`config.mk`:
```
export PLATFORM = sky130hd
export DESIGN_NAME = pdp_regs
export DESIGN_NICKNAME = d
export VERILOG_FILES = /design/src/pdp_pkg.sv /design/src/pdp_regs.sv
export SDC_FILE = /design/constraint.sdc
export NUM_CORES = 1
export LEC_CHECK = 0
export ABC_AREA = 1
export BUFFER_PORTS_ARGS = -buffer_cell sky130_fd_sc_hd__buf_2
export CORE_ASPECT_RATIO = 0.7
export CORE_MARGIN = 8
export CORE_UTILIZATION = 29
export DETAILED_ROUTE_END_ITERATION = 8
export HOLD_SLACK_MARGIN = 0.03
export MAX_ROUTING_LAYER = met4
export PLACE_DENSITY = 0.49
export SYNTH_ARGS = -nofsm -noshare
export SYNTH_HDL_FRONTEND = slang
export SYNTH_SLANG_ARGS = --single-unit
```
`constraint.sdc`:
```
create_clock -name clk_i -period 1.19 [get_ports clk_i]
set_input_delay 0.119 -clock clk_i [delete_from_list [all_inputs] [get_ports clk_i]]
set_output_delay 0.119 -clock clk_i [all_outputs]
set_load 0.01 [all_outputs]
```
`src/pdp_pkg.sv`:
```
// Types, codes and constants shared by the PID distance to PWM block
`timescale 1ns / 1ps
package pdp_pkg;

  localparam int unsigned CfgAddrW  = 3;
  localparam int unsigned CfgDataW  = 32;
  localparam int unsigned DebounceMs = 20;
  localparam int unsigned MsPerS    = 1000;
  localparam int unsigned FracBits  = 30;
  localparam int unsigned DivSteps  = 64;
  localparam int unsigned DivCntW   = $clog2(DivSteps);
  localparam int unsigned RcpSteps  = 4;
  localparam logic [63:0] TermMax   = 64'h2000_0000_0000_0000;

  // ceil(2^68 / 125): x / 1000 is ((x >> 3) * RecipMul) >> 68 for x up to 2^64
  localparam logic [61:0] RecipMul  = 62'(((69'd1 << 68) + 69'd124) / 69'd125);

  localparam logic signed [31:0] GainPRst     = -32'sd107374;
  localparam logic signed [31:0] GainIRst     = -32'sd10737;
  localparam logic signed [31:0] GainDRst     = -32'sd10737;
  localparam logic [15:0]        TargetFarRst  = 16'd400;
  localparam logic [15:0]        TargetNearRst = 16'd200;
  localparam logic [30:0]        LimitRst      = 31'd322122547;
  localparam logic signed [31:0] BiasRst       = 32'sd654982513;
  localparam logic [15:0]        PwmTopRst     = 16'd1000;

  // Configuration register indexes
  typedef enum logic [CfgAddrW-1:0] {
    REG_GAIN_P,
    REG_GAIN_I,
    REG_GAIN_D,
    REG_TARGET_FAR,
    REG_TARGET_NEAR,
    REG_OUTPUT_LIMIT,
    REG_DUTY_BIAS,
    REG_PWM_TOP
  } reg_idx_e;

  typedef struct packed {
    logic signed [31:0] gain_p;
    logic signed [31:0] gain_i;
    logic signed [31:0] gain_d;
    logic [15:0]        target_far;
    logic [15:0]        target_near;
    logic [30:0]        output_limit;
    logic signed [31:0] duty_bias;
    logic [15:0]        pwm_top;
  } cfg_t;

  // Operand set for the shared multiplier
  typedef enum logic [1:0] {
    SEL_SUM,
    SEL_P,
    SEL_I,
    SEL_D
  } sel_e;

  // Datapath operations
  typedef enum logic [4:0] {
    OP_NONE,
    OP_LOAD,
    OP_MUL_LO,
    OP_MUL_HI,
    OP_TERM,
    OP_SUM_ADD,
    OP_ACC,
    OP_RCP_INIT,
    OP_RCP_STEP,
    OP_RCP_DONE,
    OP_DIV_INIT,
    OP_DIV_STEP,
    OP_DIV_DONE,
    OP_CLAMP,
    OP_BUTTON,
    OP_CMP,
    OP_OUT
  } dp_op_e;

  typedef struct packed {
    dp_op_e op;
    sel_e   sel;
  } dp_cmd_t;

  typedef struct packed {
    logic in_button;
  } dp_stat_t;

endpackage

```
`src/pdp_regs.sv`:
```
// Configuration register bank of the PID distance to PWM block
`timescale 1ns / 1ps
module pdp_regs (
  input  logic                                 clk_i,
  input  logic                                 rst_ni,
  input  logic                                 cfg_we_i,
  input  logic [pdp_pkg::CfgAddrW-1:0]         cfg_addr_i,
  input  logic [pdp_pkg::CfgDataW-1:0]         cfg_wdata_i,
  output pdp_pkg::cfg_t                        cfg_o
);
  import pdp_pkg::*;

  cfg_t cfg_q;

  // Write one register per request
  always_ff @(posedge clk_i or negedge rst_ni) begin
    if (!rst_ni) begin
      cfg_q.gain_p       <= GainPRst;
      cfg_q.gain_i       <= GainIRst;
      cfg_q.gain_d       <= GainDRst;
      cfg_q.target_far   <= TargetFarRst;
      cfg_q.target_near  <= TargetNearRst;
      cfg_q.output_limit <= LimitRst;
      cfg_q.duty_bias    <= BiasRst;
      cfg_q.pwm_top      <= PwmTopRst;
    end else if (cfg_we_i) begin
      case (reg_idx_e'(cfg_addr_i))
        REG_GAIN_P:       cfg_q.gain_p       <= cfg_wdata_i;
        REG_GAIN_I:       cfg_q.gain_i       <= cfg_wdata_i;
        REG_GAIN_D:       cfg_q.gain_d       <= cfg_wdata_i;
        REG_TARGET_FAR:   cfg_q.target_far   <= cfg_wdata_i[15:0];
        REG_TARGET_NEAR:  cfg_q.target_near  <= cfg_wdata_i[15:0];
        REG_OUTPUT_LIMIT: cfg_q.output_limit <= cfg_wdata_i[30:0];
        REG_DUTY_BIAS:    cfg_q.duty_bias    <= cfg_wdata_i;
        REG_PWM_TOP:      cfg_q.pwm_top      <= cfg_wdata_i[15:0];
        default:          cfg_q <= cfg_q;
      endcase
    end
  end

  assign cfg_o = cfg_q;

endmodule

```
==> metrics.md <==
| Metric | Value |
|---|---|
| Cell chain of the critical path | buf_6 |
| H-tree depth | 1 |
| Final Cell Area | 12900 sq um |
| DR iter-0 viols | 545 |
| Max-slew headroom at the worst pin | 0.746 |
| Family with the most delay on the worst path | flip-flops |
| Cells after Synth | 920 |
| Most common cell after layout, fill and taps aside | nand2_1 |
| Synth cell types | 11 |
| Placed inst area | 10100 sq um |
| Pre-CTS WS | 24.5 ps |
| CP peak stage delay | 570 ps |
| Buffers on Ports | 244 |
| Hold Crit Class | primary input to async pin |
| Register area share after synthesis | 0.650 |
| Chip width | 217 microns |
| Top cells by area, synth | dfstp_2 37%, dfrtp_1 28%, nand2_1 24% |
| Clock share of power | 0.346 |
| Post-route ant nets | 0 |
| First-pass GRT wire length | 46900 microns |
| Period utilization | 1.10 |
| Yosys top cell by area | dfstp_2 |
| Slew Limit Fails | 0 |
| Leakage | 6.68 nW |
| Total Neg Setup Slack | -9780 ps |
| Area Overhead vs Synth | 57.0% |
| Die height | 157 microns |
| Syn Nets | 958 |
| Final-layout fill cell count | 2739 |
| Failing checks | negative setup slack |
| Status | finished, violations left |
| Vias/cell | 4.48 |
| Routed via count | 7386 |
| Number of buffers and inverters on the critical path | 1 |
| Fin Hold WS | 106 ps |
| Critical Path End Type | output pin |
| Sw Ratio | 0.283 |
| Worst skew pair latency | 510 ps |
| Clk slew on worst S/H paths | 60 ps |
| Post-DP HPWL | 21000 microns |
| WL met2 | 14100 microns |
| CTS tree | built |
| Total CTS buffers | 24 |
| Most frequent cells in the layout | 517 x nand2_1, 141 x buf_6, 114 x dfstp_2 |
| Top Layer Used | met4 |
| Setup ws final | -117 ps |
| Tmin final | 1310 ps |
| Share of power burned in registers | 0.411 |
| RSZ-0062 raised after global routing | yes |
| Core ar. | 27800 sq um |
| Clock root cell | clkbuf_16 |
| Antenna diodes | 0 |
| CP max-delay cell | dfstp_2 |
| Layout cell share with drive strength beyond 1 | 0.403 |
| RePlAce Congestion | 0.768 |
| VDD IR max | 0.000875 V |
| Fin nets | 1297 |
| Power density cells | 1880 nW/um^2 |
| Die area | 34000 sq um |
| DR WL met3 | 2520 microns |
| I/O pin count | 245 |
| Yosys warning total | 0 |
| Rows | 51 |
| Worst Clk Skew | 0 ps |
| Combinational group share of total power | 0.243 |
| CP arrival | 1190 ps |
| Least-Margin Pin Slew | 381 ps |
| CP required | 1070 ps |
| Synthesized area per cell | 8.90 sq um |
| Antenna violations before repair | 0 |
| Clk sinks | 207 |
| Critical Setup Path Class | flop to output pin |
| Hold Vio Cnt, Final | 0 |
| CP max FO | 2 |
| Max Freq | 765 MHz |
| Clock Path Buffers | 3 |
| Synthesized flop and latch total | 207 |
| Net switching power figure | 0.00684 W |
| Number of flip-flops in the largest register | 207 |
| Total length of routed wires | 32500 microns |
| GR Util All Layers | 0.182 |
| Pin count of the biggest net entering global routing | 58 |
| Pre-antenna DRT Iters | 5 |
| Final global-route overflow total | 0 |
| DRC viols | 0 |
| Routed len/inst | 19.7 microns |
| Initial core utilization | 0.294 |
| Top cell type's share of synthesized area | 0.366 |
| Max-cap viol count | 0 |
| Cell area after synthesis | 8190 sq um |
| P_int | 0.0173 W |
| Vias in the first global route | 7489 |
| Setup crit start kind | flop |
| R2r setup slk | 370 ps |
| Finish-stage setup viols | 115 |
| M1 WL | 15200 microns |
## worst paths after layout
path	start	to	depth (start not counted)
max	cfg_o[123]	cfg_o[123]	1
min reg2reg	cfg_o[83]	cfg_o[83]	2
max in group asynchronous	rst_ni	cfg_o[197]	3
min	rst_ni	cfg_o[12]	2
max reg2reg	cfg_o[113]	cfg_o[113]	3
min in group clk_i	cfg_addr_i[0]	cfg_o[130]	5
## kinds of logic (layout without fill, tap and decap cells)
logic type             Yosys count  after routing  synth area share
DFF                            207            207             0.650
buffers and inverters           71            428            0.0377
and+or+nand+nor                642            642             0.312
## synth_stat cells
library cell and instances:
dfstp_2 114, clkbuf_1 30, inv_1 6, nor2_1 5
nand3_1 112, buf_1 1, nor2_2 3, nand2_1 522
clkbuf_2 16, dfrtp_1 93, buf_2 18
## repair_timing
action	in CTS	in global routing
gates cloned	0	7
setup endpoints to repair	146	295
gates resized for setup	143	38
pin swaps	0	1
buffers inserted	17	36
endpoints found under the hold margin	308	0
hold buffers	35	0
## metrics by stage
step	std cells	total power, W	utilization
6_report	1648	0.0241	0.462
5_1_grt	1648	0.0254	0.462
4_1_cts	1607	0.0239	0.441
3_5_place_dp	1511	0.0141	0.364
3_3_place_gp	1511	0.0140	0.364
2_1_floorplan	920	0.0116	-
## worst reg2reg max path: stages, from the launching register on
cell and delay, ps:
dfstp_2 560, buf_4 110, nand2_1 50, nand2_1 60
## area by class of cell
type	instances	area [sq um]	area share
inverters	6	22.5	0.00175
clock inverters	12	199	0.0155
multi-input cells	642	2630	0.204
clock buffers	32	712	0.0554
well taps	371	464	0.0361
flip-flops and latches	207	5320	0.414
repair buffers	378	3510	0.273
## metal layers
metal  up-vias  global-route usage
li1       3527                   -
met1      3619               0.247
met2       202               0.264
met3        38              0.0596
met4         0              0.0385
met5         -                   -
## power by group through the flow
stage | Clock (W) | Sequential (W) | Combinational (W)
after global placement | 0 | 0.00979 | 0.00425
after CTS | 0.00857 | 0.00990 | 0.00543
after detailed placement | 0 | 0.00977 | 0.00432
final | 0.00835 | 0.00992 | 0.00586
after global routing | 0.00887 | 0.0101 | 0.00642
after floorplan | 0 | 0.0103 | 0.00129
No activity file was read; power rests on OpenSTA's default activity.
