### src/pdp_pkg.sv
// Types, codes and constants shared by the PID distance to PWM block
`timescale 1ns / 1ps
package pdp_pkg;

  localparam int unsigned CfgAddrW  = 3;
  localparam int unsigned CfgDataW  = 32;
  localparam int unsigned DebounceMs = 20;
  localparam int unsigned MsPerS    = 1000;
  localparam int unsigned FracBits  = 30;
  localparam int unsigned DivSteps  = 64;
  localparam int unsigned DivCntW   = $clog2(DivSteps);
  localparam int unsigned RcpSteps  = 4;
  localparam logic [63:0] TermMax   = 64'h2000_0000_0000_0000;

  // ceil(2^68 / 125): x / 1000 is ((x >> 3) * RecipMul) >> 68 for x up to 2^64
  localparam logic [61:0] RecipMul  = 62'(((69'd1 << 68) + 69'd124) / 69'd125);

  localparam logic signed [31:0] GainPRst     = -32'sd107374;
  localparam logic signed [31:0] GainIRst     = -32'sd10737;
  localparam logic signed [31:0] GainDRst     = -32'sd10737;
  localparam logic [15:0]        TargetFarRst  = 16'd400;
  localparam logic [15:0]        TargetNearRst = 16'd200;
  localparam logic [30:0]        LimitRst      = 31'd322122547;
  localparam logic signed [31:0] BiasRst       = 32'sd654982513;
  localparam logic [15:0]        PwmTopRst     = 16'd1000;

  // Configuration register indexes
  typedef enum logic [CfgAddrW-1:0] {
    REG_GAIN_P,
    REG_GAIN_I,
    REG_GAIN_D,
    REG_TARGET_FAR,
    REG_TARGET_NEAR,
    REG_OUTPUT_LIMIT,
    REG_DUTY_BIAS,
    REG_PWM_TOP
  } reg_idx_e;

  typedef struct packed {
    logic signed [31:0] gain_p;
    logic signed [31:0] gain_i;
    logic signed [31:0] gain_d;
    logic [15:0]        target_far;
    logic [15:0]        target_near;
    logic [30:0]        output_limit;
    logic signed [31:0] duty_bias;
    logic [15:0]        pwm_top;
  } cfg_t;

  // Operand set for the shared multiplier
  typedef enum logic [1:0] {
    SEL_SUM,
    SEL_P,
    SEL_I,
    SEL_D
  } sel_e;

  // Datapath operations
  typedef enum logic [4:0] {
    OP_NONE,
    OP_LOAD,
    OP_MUL_LO,
    OP_MUL_HI,
    OP_TERM,
    OP_SUM_ADD,
    OP_ACC,
    OP_RCP_INIT,
    OP_RCP_STEP,
    OP_RCP_DONE,
    OP_DIV_INIT,
    OP_DIV_STEP,
    OP_DIV_DONE,
    OP_CLAMP,
    OP_BUTTON,
    OP_CMP,
    OP_OUT
  } dp_op_e;

  typedef struct packed {
    dp_op_e op;
    sel_e   sel;
  } dp_cmd_t;

  typedef struct packed {
    logic in_button;
  } dp_stat_t;

endpackage

### src/pdp_ctrl.sv
// Sequencing state machine of the PID distance to PWM block
`timescale 1ns / 1ps
module pdp_ctrl (
  input  logic              clk_i,
  input  logic              rst_ni,
  input  logic              s_valid_i,
  output logic              s_ready_o,
  input  logic              m_ready_i,
  output logic              m_valid_o,
  input  pdp_pkg::dp_stat_t stat_i,
  output pdp_pkg::dp_cmd_t  cmd_o
);
  import pdp_pkg::*;

  typedef enum logic [3:0] {
    ST_IDLE,
    ST_MUL_LO,
    ST_MUL_HI,
    ST_TERM,
    ST_ACC,
    ST_RCP_INIT,
    ST_RCP_STEP,
    ST_RCP_DONE,
    ST_DIV_INIT,
    ST_DIV_STEP,
    ST_DIV_DONE,
    ST_CLAMP,
    ST_BUTTON,
    ST_CMP,
    ST_OUT
  } state_e;

  state_e             state_q;
  sel_e               sel_q;
  logic [DivCntW-1:0] cnt_q;
  logic               m_valid_q;
  logic               out_free;

  assign out_free = !m_valid_q || m_ready_i;

  // Hold state, operand select, step count and result valid
  always_ff @(posedge clk_i or negedge rst_ni) begin
    if (!rst_ni) begin
      state_q   <= ST_IDLE;
      sel_q     <= SEL_SUM;
      cnt_q     <= '0;
      m_valid_q <= 1'b0;
    end else begin
      // Raise the result valid on the last step, drop it once taken
      if (state_q == ST_OUT && out_free) begin
        m_valid_q <= 1'b1;
      end else if (m_ready_i) begin
        m_valid_q <= 1'b0;
      end
      case (state_q)
        ST_IDLE: begin
          if (s_valid_i) begin
            sel_q   <= SEL_SUM;
            state_q <= stat_i.in_button ? ST_BUTTON : ST_MUL_LO;
          end
        end
        ST_MUL_LO: state_q <= ST_MUL_HI;
        ST_MUL_HI: state_q <= ST_TERM;
        ST_TERM:   state_q <= ST_ACC;
        ST_ACC: begin
          case (sel_q)
            SEL_SUM: begin
              sel_q   <= SEL_I;
              state_q <= ST_RCP_INIT;
            end
            SEL_P: begin
              sel_q   <= SEL_I;
              state_q <= ST_MUL_LO;
            end
            SEL_I: begin
              sel_q   <= SEL_D;
              state_q <= ST_MUL_LO;
            end
            default: state_q <= ST_CLAMP;
          endcase
        end
        ST_RCP_INIT: begin
          cnt_q   <= '0;
          state_q <= ST_RCP_STEP;
        end
        ST_RCP_STEP: begin
          cnt_q <= cnt_q + 1'b1;
          if (cnt_q == DivCntW'(RcpSteps - 1)) begin
            state_q <= ST_RCP_DONE;
          end
        end
        ST_RCP_DONE: begin
          sel_q   <= SEL_D;
          state_q <= ST_DIV_INIT;
        end
        ST_DIV_INIT: begin
          cnt_q   <= '0;
          state_q <= ST_DIV_STEP;
        end
        ST_DIV_STEP: begin
          cnt_q <= cnt_q + 1'b1;
          if (cnt_q == DivCntW'(DivSteps - 1)) begin
            state_q <= ST_DIV_DONE;
          end
        end
        ST_DIV_DONE: begin
          sel_q   <= SEL_P;
          state_q <= ST_MUL_LO;
        end
        ST_CLAMP:  state_q <= ST_CMP;
        ST_BUTTON: state_q <= ST_CMP;
        ST_CMP:    state_q <= ST_OUT;
        ST_OUT: begin
          if (out_free) begin
            state_q <= ST_IDLE;
          end
        end
        default: state_q <= ST_IDLE;
      endcase
    end
  end

  // Decode the datapath operation of each state
  always_comb begin
    cmd_o.sel = sel_q;
    cmd_o.op  = OP_NONE;
    case (state_q)
      ST_IDLE:     cmd_o.op = s_valid_i ? OP_LOAD : OP_NONE;
      ST_MUL_LO:   cmd_o.op = OP_MUL_LO;
      ST_MUL_HI:   cmd_o.op = OP_MUL_HI;
      ST_TERM:     cmd_o.op = OP_TERM;
      ST_ACC:      cmd_o.op = (sel_q == SEL_SUM) ? OP_SUM_ADD : OP_ACC;
      ST_RCP_INIT: cmd_o.op = OP_RCP_INIT;
      ST_RCP_STEP: cmd_o.op = OP_RCP_STEP;
      ST_RCP_DONE: cmd_o.op = OP_RCP_DONE;
      ST_DIV_INIT: cmd_o.op = OP_DIV_INIT;
      ST_DIV_STEP: cmd_o.op = OP_DIV_STEP;
      ST_DIV_DONE: cmd_o.op = OP_DIV_DONE;
      ST_CLAMP:    cmd_o.op = OP_CLAMP;
      ST_BUTTON:   cmd_o.op = OP_BUTTON;
      ST_CMP:      cmd_o.op = OP_CMP;
      ST_OUT:      cmd_o.op = out_free ? OP_OUT : OP_NONE;
      default:     cmd_o.op = OP_NONE;
    endcase
  end

  assign s_ready_o = (state_q == ST_IDLE);
  assign m_valid_o = m_valid_q;

endmodule

### config.mk
export PLATFORM = sky130hd
export DESIGN_NAME = pdp_ctrl
export DESIGN_NICKNAME = d
export VERILOG_FILES = /design/src/pdp_pkg.sv /design/src/pdp_ctrl.sv
export SDC_FILE = /design/constraint.sdc
export NUM_CORES = 1
export LEC_CHECK = 0
export ABC_AREA = 1
export BUFFER_PORTS_ARGS = -buffer_cell sky130_fd_sc_hd__buf_2
export CORE_MARGIN = 2
export CORE_UTILIZATION = 60
export CTS_BUF_LIST = sky130_fd_sc_hd__clkbuf_16
export CTS_CLUSTER_DIAMETER = 150
export DETAILED_ROUTE_END_ITERATION = 8
export MAX_ROUTING_LAYER = met4
export PLACE_DENSITY = 0.82
export SLEW_MARGIN = 20
export SYNTH_ARGS = -nofsm -noshare
export SYNTH_HDL_FRONTEND = slang
export SYNTH_SLANG_ARGS = --single-unit
### constraint.sdc
create_clock -name clk_i -period 2.4 [get_ports clk_i]
set_input_delay 0.36 -clock clk_i [delete_from_list [all_inputs] [get_ports clk_i]]
set_output_delay 0.36 -clock clk_i [all_outputs]
set_load 0.05 [all_outputs]
==> metrics.cfg, run 1 <==
[run_status]
run_status = complete, no violations

[sta]
worstMarginPinSlew_ns = 0.560
min_period_ns = 2.03
finalHoldViolations = 0
layout_setup_ws_ns = 0.367
setup_tns_ns = 0
whs_ns = 0.00320
finalSetupViolCount = 0
rsz0062_at_grt = false
skew_ns = 0.00128
relSlewSlack_pct = 62.6
layout_worst_path_cycle_share_pct = 84.7
slew_viol_final = 0
fmax_ghz = 0.492

[worst_setup_path]
start_kind = register
path_depth = 7
worst-path-buf-inv = 2
path_cells = inv_4 > nor2_2 > nand2_1 > o21ai_2 > nor2_1 > nand3_1 > buf_2
worstSetupEndpointType = output port
crit_type = reg2out
slowest_stage = dfrtp_1
crit_family = flip-flops
reg2reg_depth = 7
slowest_delay_ns = 0.63
required_ns = 2.04
crit_fanout = 8
arrival_ns = 1.67

[die]
die_area_sq_mm = 0.00216
fp.dieW_um = 46.4
initial_core_util_pct = 63.3
rows = 15
io_pins = 14
core_area_sq_mm = 0.00171
die_h_um = 46.4

[placement]
place.gp.congestion = 0.930
io_buffers = 13
post-dp-hpwl_um = 1810
dp_slack_ns = 0.658

[pwr]
p_total_mw = 1.93
seq_power_share_pct = 24.0
combPwrFrac_pct = 59.7
peakVddDrop_mv = 0.789
p_leak_nw = 0.652
p_int_uw = 846
p_switching_mw = 1.08
p_clk_share_pct = 16.4
power_density_mw_per_mm2 = 1590
p_sw_share_pct = 56.1

[layout]
antenna_cells = 0
fillCellCount = 135
fin_nets = 171
area_growth_pct = 12.0
drive_above_1_share_pct = 27.4

[global_routing]
antenna_found_initial = 0
grt_max_degree = 14
grt_first_pass_wirelength_um = 3990
grt_pass1_vias = 898
grt-ovfl-total = 0
grt_usage_pct = 27.3

[clock_tree]
hold_buffers = 0
worstSkewPairLatency_ns = 0.24
cts-root-buf = clkbuf_16
post_cts_resized = 0
post_cts_buffers = 0
cts_made_buffers = 3
h-tree-depth = 1
tritoncts = done
clock_tree.buffer_depth = 2
clk_pin_slew_ns = 0.05
clkSinkCount = 13

[synth]
ys_warn_count = 0
avgSynthCellArea_sq_um = 7.16
syn_area_sq_mm = 0.00108
ys_seq_area_share_pct = 30.1
ys_ff_latch = 13
ys_types = 29
netlist_instances = 151
syn_nets = 157

[route]
dr_total_vias = 994
drtIter0Drc = 40
drcViolationCount = 0
ant_nets = 0
vias_per_cell = 5.26
wire_per_inst_um = 12.5
drt-total-wl_um = 2370
dr.pass1.iters = 4

[min_path]
holdCritPathClass = in2async

[flow_run]
drv_cap = 0

power by group through the flow:
stage | clock, mW | combinational [mW] | sequential, mW
finish | 0.315 | 1.15 | 0.462
global route | 0.329 | 1.26 | 0.475
CTS | 0.314 | 1.15 | 0.462
detailed placement | 0 | 1.14 | 0.464
global placement | 0 | 1.13 | 0.457
floorplan | 0 | 1.05 | 0.389
worst reg2reg max path: cells and delay by family, from the launching register on:
family | cells | cell delay (ns)
AO/OA/AOI/OAI | 2 | 0.16
flip-flops | 1 | 0.69
AND/OR/NAND/NOR | 3 | 0.29
buffers and inverters | 2 | 0.21
Yosys cell counts:
cell	n	area [sq um]
a21oi_1	1	5.00
a31oi_1	1	6.26
buf_6	4	45.0
dfrtp_1	13	325
ha_1	1	12.5
inv_1	13	48.8
inv_2	3	11.3
inv_4	1	6.26
inv_8	1	11.3
nand2_1	44	165
nand2_2	7	43.8
nand2_4	3	33.8
nand3_1	12	60.1
nand3_2	1	10.0
nand3b_1	1	7.51
nand3b_2	1	11.3
nand4_1	3	18.8
nor2_1	15	56.3
nor2_2	5	31.3
nor2_4	4	45.0
nor2_8	1	20.0
o2111ai_1	1	8.76
o211ai_1	1	7.51
o21ai_0	3	15.0
o21ai_1	4	20.0
o21ai_2	2	17.5
o21bai_1	1	7.51
o22ai_1	2	12.5
xor2_1	2	17.5
registers in the layout, indices dropped and copies added (netlist names):
name,flops
cnt_q,6
state_q,4
sel_q,2
m_valid_o,1
cells by family after synthesis:
group	share of synthesized area (%)
flip-flops	30.1
XOR/XNOR	1.62
adder cells (fa/ha/maj)	1.16
buffers and inverters	11.3
AND/OR/NAND/NOR	46.5
AO/OA/AOI/OAI	9.26
area by class of cell:
type | instances | area (sq um) | share of cell area [%]
clock buffer | 3 | 75.1 | 6.20
multi-input combinational | 116 | 633 | 52.3
sequential | 13 | 325 | 26.9
timing repair buffer | 13 | 65.1 | 5.37
inverter | 18 | 77.6 | 6.40
tap | 25 | 31.3 | 2.58
clock inverter | 1 | 3.75 | 0.310
metal layers:
layer	GRT usage, %	vias up	wire, um
li1	-	511	-
met1	37.5	448	1090
met2	40.6	31	1150
met3	4.71	4	103
met4	9.14	0	30
met5	-	-	0
stage by stage:
| stage | std cells | utilization, % | instance area (sq um) |
|---|---|---|---|
| 6_report | 189 | 70.9 | 1210 |
| 5_1_grt | 189 | 70.9 | 1210 |
| 4_1_cts | 189 | 70.9 | 1210 |
| 3_5_place_dp | 185 | 66.3 | 1130 |
| 3_3_place_gp | 185 | 66.3 | 1130 |
| 2_1_floorplan | 151 | - | 1080 |
placed cells by master (no fill, tap or decap), types with 2 or more instances in the layout:
cell type and instances:
nand4_1 3, inv_2 3, nand2_1 44, inv_1 14, buf_2 13, o21ai_1 4, clkbuf_16 3, nand3_1 12
o21ai_2 2, dfrtp_1 13, nor2_2 5, xor2_1 2, nor2_1 15, nor2_4 4, nand2_4 3, o21ai_0 3
nand2_2 7, o22ai_1 2
worst paths after layout:
| path | from | end | slack, ns |
|---|---|---|---|
| min | rst_ni | cnt_q[4]$_DFFE_PN0P_ | 0.003 |
| max in group asynchronous | rst_ni | state_q[0]$_DFFE_PN0P_ | 2.16 |
| min reg2reg | cnt_q[0]$_DFFE_PN0P_ | cnt_q[0]$_DFFE_PN0P_ | 0.52 |
| max reg2reg | state_q[3]$_DFFE_PN0P_ | cnt_q[2]$_DFFE_PN0P_ | 0.93 |
| min in group clk_i | m_ready_i | m_valid_o$_DFFE_PN0P_ | 0.35 |
| max | state_q[1]$_DFFE_PN0P_ | cmd_o[2] | 0.37 |
Note: power is estimated with default switching activity, not from simulation.
==> run 2, diff against run 1 <==
- CORE_UTILIZATION: 60 -> 51
- PLACE_DENSITY: 0.82 -> 0.75
- clock period: 2.4 -> 1.65 ns (I/O delays scaled with it)
==> run 2 against run 1 <==
- the flow now finishes with violations (setup timing)
- critical endpoint unchanged
- clock skew increased by 0.0015 ns
- routed wire length increased by 12%
- power increased by 69%
- critical path depth unchanged
- via count increased by 6.2%
- cell area increased by 14%
- worst hold slack improved by 0.21 ns
- sequential cell count unchanged
- sequential power increased by 34%
- count of clock-buffer cells in the layout unchanged
- global-route usage decreased by 3.5 points
- clock power increased by 39%
==> metrics.cfg, run 2 (synthesized netlist as in run 1, its figures left out) <==
[route]
vias_per_cell = 5.20
drtIter0Drc = 46
drcViolationCount = 0
dr.pass1.iters = 4
wire_per_inst_um = 13.1
ant_nets = 0
drt-total-wl_um = 2660
dr_total_vias = 1056

[sta]
relSlewSlack_pct = 79.2
worstMarginPinSlew_ns = 0.311
layout_setup_ws_ns = -0.0316
slew_viol_final = 0
min_period_ns = 1.68
whs_ns = 0.214
rsz0062_at_grt = true
finalHoldViolations = 0
finalSetupViolCount = 2
layout_worst_path_cycle_share_pct = 102
fmax_ghz = 0.595
skew_ns = 0.00281

[placement]
io_buffers = 13
post-dp-hpwl_um = 1800
place.gp.congestion = 0.929
dp_slack_ns = 0.0200

[worst_setup_path]
crit_fanout = 4
arrival_ns = 1.43
worstSetupEndpointType = output port
required_ns = 1.40
crit_type = reg2out
start_kind = register

[layout]
area_growth_pct = 28.1
fin_nets = 183
antenna_cells = 0
top_register = cnt_q
top_regs = cnt_q x6, state_q x4, sel_q x2
drive_above_1_share_pct = 38.6
most-common-layout-cells = nand2_1, nor2_1, inv_1
largest_register_ffs = 6
final_common_cell = nand2_1
fillCellCount = 147

[die]
io_pins = 14
core_area_sq_mm = 0.00198
rows = 16
fp.dieW_um = 50.0
die_area_sq_mm = 0.00250
initial_core_util_pct = 54.5
die_h_um = 50.0

[clock_tree]
clock_tree.buffer_depth = 2
clkSinkCount = 13
clk_pin_slew_ns = 0.04
worstSkewPairLatency_ns = 0.24
cts_made_buffers = 3
tritoncts = done
cts-root-buf = clkbuf_16
h-tree-depth = 1

[pwr]
power_density_mw_per_mm2 = 2350
peakVddDrop_mv = 1.53
p_leak_nw = 0.715

[min_path]
holdCritPathClass = in2reg

[run_status]
run_status = complete, but fails checks
violations = setup timing

[global_routing]
grt_first_pass_wirelength_um = 4460
grt_pass1_vias = 1061
grt_max_degree = 14
antenna_found_initial = 0
grt_usage_pct = 23.8
grt-ovfl-total = 0

[flow_run]
drv_cap = 0

run 2: changes by cell type in the layout (fill, tap and decap cells not counted), sizes merged:
cell	change
inv	-1
buf	+10
clkinvlp	+1
dlygate4sd3	+1
clkbuf	+1
run 2: area by class of cell:
cell class	count	area, sq um	area share (%)
clock inverters	1	3.75	0.271
clock buffers	3	75.1	5.42
multi-input cells	116	666	48.1
well taps	27	33.8	2.44
inverters	18	81.3	5.87
repair buffers	25	195	14.1
flip-flops and latches	13	330	23.8
run 2: critical path, cell delays in order, from the launching register on:
cell,delay (ns)
dfrtp_2,0.43
buf_12,0.14
nor2_4,0.16
nand2_2,0.10
clkinvlp_4,0.08
nand2_1,0.06
nand3_2,0.08
buf_8,0.15
run 2: what timing repair did:
| item | CTS | global route |
|---|---|---|
| gates cloned | 0 | 0 |
| setup endpoints to repair | 6 | 4 |
| hold buffers | 1 | 0 |
| resized for setup | 10 | 9 |
| hold endpoints to repair | 13 | 0 |
| setup buffers | 6 | 1 |
| pin swaps | 2 | 3 |
run 2: routing by layer:
metal	wire length, um	share of wire (%)	global-route usage (%)
met1	1150	43	30.7
met2	1310	49	37.5
met3	149	5.6	6.06
met4	52	2.0	5.56
met5	0	0	-
run 2: per-stage QoR:
| stage | area (sq um) | utilization (%) | TNS (ns) | power (mW) | instances |
|---|---|---|---|---|---|
| after floorplan | 1100 | - | 0 | 2.14 | 151 |
| final | 1390 | 69.9 | -0.0501 | 3.25 | 203 |
| after global placement | 1180 | 59.5 | 0 | 2.41 | 191 |
| after CTS | 1350 | 67.9 | 0 | 3.11 | 202 |
| after detailed placement | 1180 | 59.5 | 0 | 2.43 | 191 |
| after global routing | 1390 | 69.9 | -0.216 | 3.46 | 203 |
run 2: path summary, 6_finish.rpt:
| path | startpoint | endpoint | slack (ns) | cells after the start |
|---|---|---|---|---|
| max | state_q[3]$_DFFE_PN0P_ | cmd_o[2] | -0.03 | 7 |
| min | m_ready_i | m_valid_o$_DFFE_PN0P_ | 0.21 | 2 |
| max reg2reg | state_q[0]$_DFFE_PN0P_ | state_q[3]$_DFFE_PN0P_ | 0.27 | 7 |
| min reg2reg | cnt_q[0]$_DFFE_PN0P_ | cnt_q[0]$_DFFE_PN0P_ | 0.50 | 1 |
| max in group asynchronous | rst_ni | state_q[3]$_DFFE_PN0P_ | 0.97 | 2 |
| min in group asynchronous | rst_ni | cnt_q[3]$_DFFE_PN0P_ | 0.44 | 2 |
run 2: report_power, final:
part	internal, mW	switching, mW
Clock	0.318	0.119
Combinational	0.794	1.40
Sequential	0.437	0.180
==> run 3, diff against run 2 <==
- CORE_ASPECT_RATIO: not set -> 0.5
- CORE_UTILIZATION: 51 -> 40
- PLACE_DENSITY: 0.75 -> 0.64
- SETUP_SLACK_MARGIN: not set -> 0.02
==> run 3 against run 2 <==
- the run now ends clean
- cell area is 0.81% higher
- combinational power about the same
- critical path depth stayed put
- core utilization decreased by 16 points
- count of clock-buffer cells in the layout unchanged
- global-route usage shrank 6.1 points
- largest cell class unchanged
==> metrics.cfg, run 3 (synthesized netlist as in run 1, its figures left out) <==
[layout]
most-common-layout-cells = nand2_1, nor2_1, inv_1
top_register = cnt_q
fin_nets = 185
top_regs = cnt_q x6, state_q x4, sel_q x2
final_common_cell = nand2_1
fin_util_pct = 54.0
area_growth_pct = 29.2
antenna_cells = 0
drive_above_1_share_pct = 39.3
largest_register_ffs = 6

[global_routing]
grt_first_pass_wirelength_um = 3960
grt_usage_pct = 17.7
grt_pass1_vias = 878
grt-ovfl-total = 0
antenna_found_initial = 0
grt_max_degree = 14

[placement]
place.gp.congestion = 0.846
post-dp-hpwl_um = 1820
io_buffers = 13

[pwr]
power_density_mw_per_mm2 = 2310
peakVddDrop_mv = 0.958
p_leak_nw = 0.723

[clock_tree]
h-tree-depth = 1
cts-root-buf = clkbuf_16
clock_tree.buffer_depth = 2
cts_made_buffers = 3
clkSinkCount = 13
clk_pin_slew_ns = 0.04
tritoncts = done
worstSkewPairLatency_ns = 0.24

[sta]
worstMarginPinSlew_ns = 0.314
slew_viol_final = 0
relSlewSlack_pct = 79.1
setup_tns_ns = 0
finalHoldViolations = 0
finalSetupViolCount = 0
rsz0062_at_grt = true
fmax_ghz = 0.606
min_period_ns = 1.65
layout_worst_path_cycle_share_pct = 100
skew_ns = 0.00201

[worst_setup_path]
reg2reg_slack_ns = 0.20
crit_type = reg2out
r2r_end = state_q[3]$_DFFE_PN0P_
worstSetupEndpointType = output port
worst-path-buf-inv = 2
path_cells = buf_6 > nor2_4 > nand2_2 > o21ai_2 > nor2_1 > nand3_2 > buf_8
slowest_stage = dfrtp_2
required_ns = 1.40
crit_end = cmd_o[2]
arrival_ns = 1.40
path_depth = 7
crit_fanout = 4
reg2reg_depth = 8
worstSetupStartpoint = state_q[3]$_DFFE_PN0P_
start_kind = register
slowest_delay_ns = 0.41
r2r_start = state_q[0]$_DFFE_PN0P_
crit_family = flip-flops

[route]
wire_per_inst_um = 11.8
vias_per_cell = 4.82
drcViolationCount = 0
dr_total_vias = 1037
ant_nets = 0
drtIter0Drc = 24
dr.pass1.iters = 4
drt-total-wl_um = 2530

[die]
core_area_sq_mm = 0.00259
fp.dieW_um = 77.5
io_pins = 14
rows = 13
die_area_sq_mm = 0.00316
die_h_um = 40.8
initial_core_util_pct = 41.8

[flow_run]
drv_cap = 0

[run_status]
run_status = complete, no violations

[min_path]
holdCritPathClass = in2reg
worstHoldPathCells = 2

[run 3: cell types whose count changed in the layout (fill, tap and decap cells not counted), sizes merged]
cell,before,now
buf,23,25
[run 3: worst min path at each step]
| stage | startpoint | endpoint | slack, ns |
|---|---|---|---|
| 6_report | m_ready_i | m_valid_o$_DFFE_PN0P_ | 0.21 |
| 5_1_grt | m_ready_i | m_valid_o$_DFFE_PN0P_ | 0.24 |
| 4_1_cts | m_ready_i | m_valid_o$_DFFE_PN0P_ | 0.21 |
| 3_5_place_dp | rst_ni | cnt_q[0]$_DFFE_PN0P_ | 0.15 |
| 3_3_place_gp | rst_ni | cnt_q[0]$_DFFE_PN0P_ | 0.15 |
| 2_1_floorplan | rst_ni | cnt_q[0]$_DFFE_PN0P_ | -0.05 |
[run 3: per-layer routing]
| layer | up-vias | share of wire (%) | GRT usage, % |
|---|---|---|---|
| met1 | 481 | 48 | 20.8 |
| met5 | - | 0 | - |
| met4 | 0 | 0.91 | 6.25 |
| li1 | 536 | - | - |
| met3 | 4 | 2.9 | 4.19 |
| met2 | 16 | 48 | 31.5 |
[run 3: area by class of cell]
class	instances	area, sq um
Tap cell	37	46.3
Fill cell	254	1190
Clock buffer	3	75.1
Multi-Input combinational cell	116	661
Sequential cell	13	330
Inverter	18	83.8
Clock inverter	1	3.75
Timing Repair Buffer	27	196
[run 3: power breakdown]
group          internal, mW  switching [mW]
Combinational         0.787            1.39
Clock                 0.319           0.125
Sequential            0.436           0.176
[run 3: timing repair]
| item | 4_1_cts | 5_1_grt |
|---|---|---|
| setup endpoints to repair | 6 | 5 |
| hold endpoints to repair | 13 | 0 |
| pin swaps | 1 | 2 |
| setup buffers | 5 | 4 |
| gates resized for setup | 9 | 9 |
| hold buffers | 1 | 0 |
[run 3: stage by stage]
stage | total power, mW | hold slack (ns) | worst slack, ns | cells | instance area, sq um
floorplan | 2.14 | -0.0481 | 0.0526 | 151 | 1100
global placement | 2.43 | 0.150 | 0.0603 | 201 | 1190
detailed placement | 2.44 | 0.154 | 0.0538 | 201 | 1190
CTS | 3.07 | 0.215 | -0.00397 | 211 | 1340
global route | 3.47 | 0.241 | -0.0464 | 215 | 1400
finish | 3.23 | 0.210 | 0.000393 | 215 | 1400
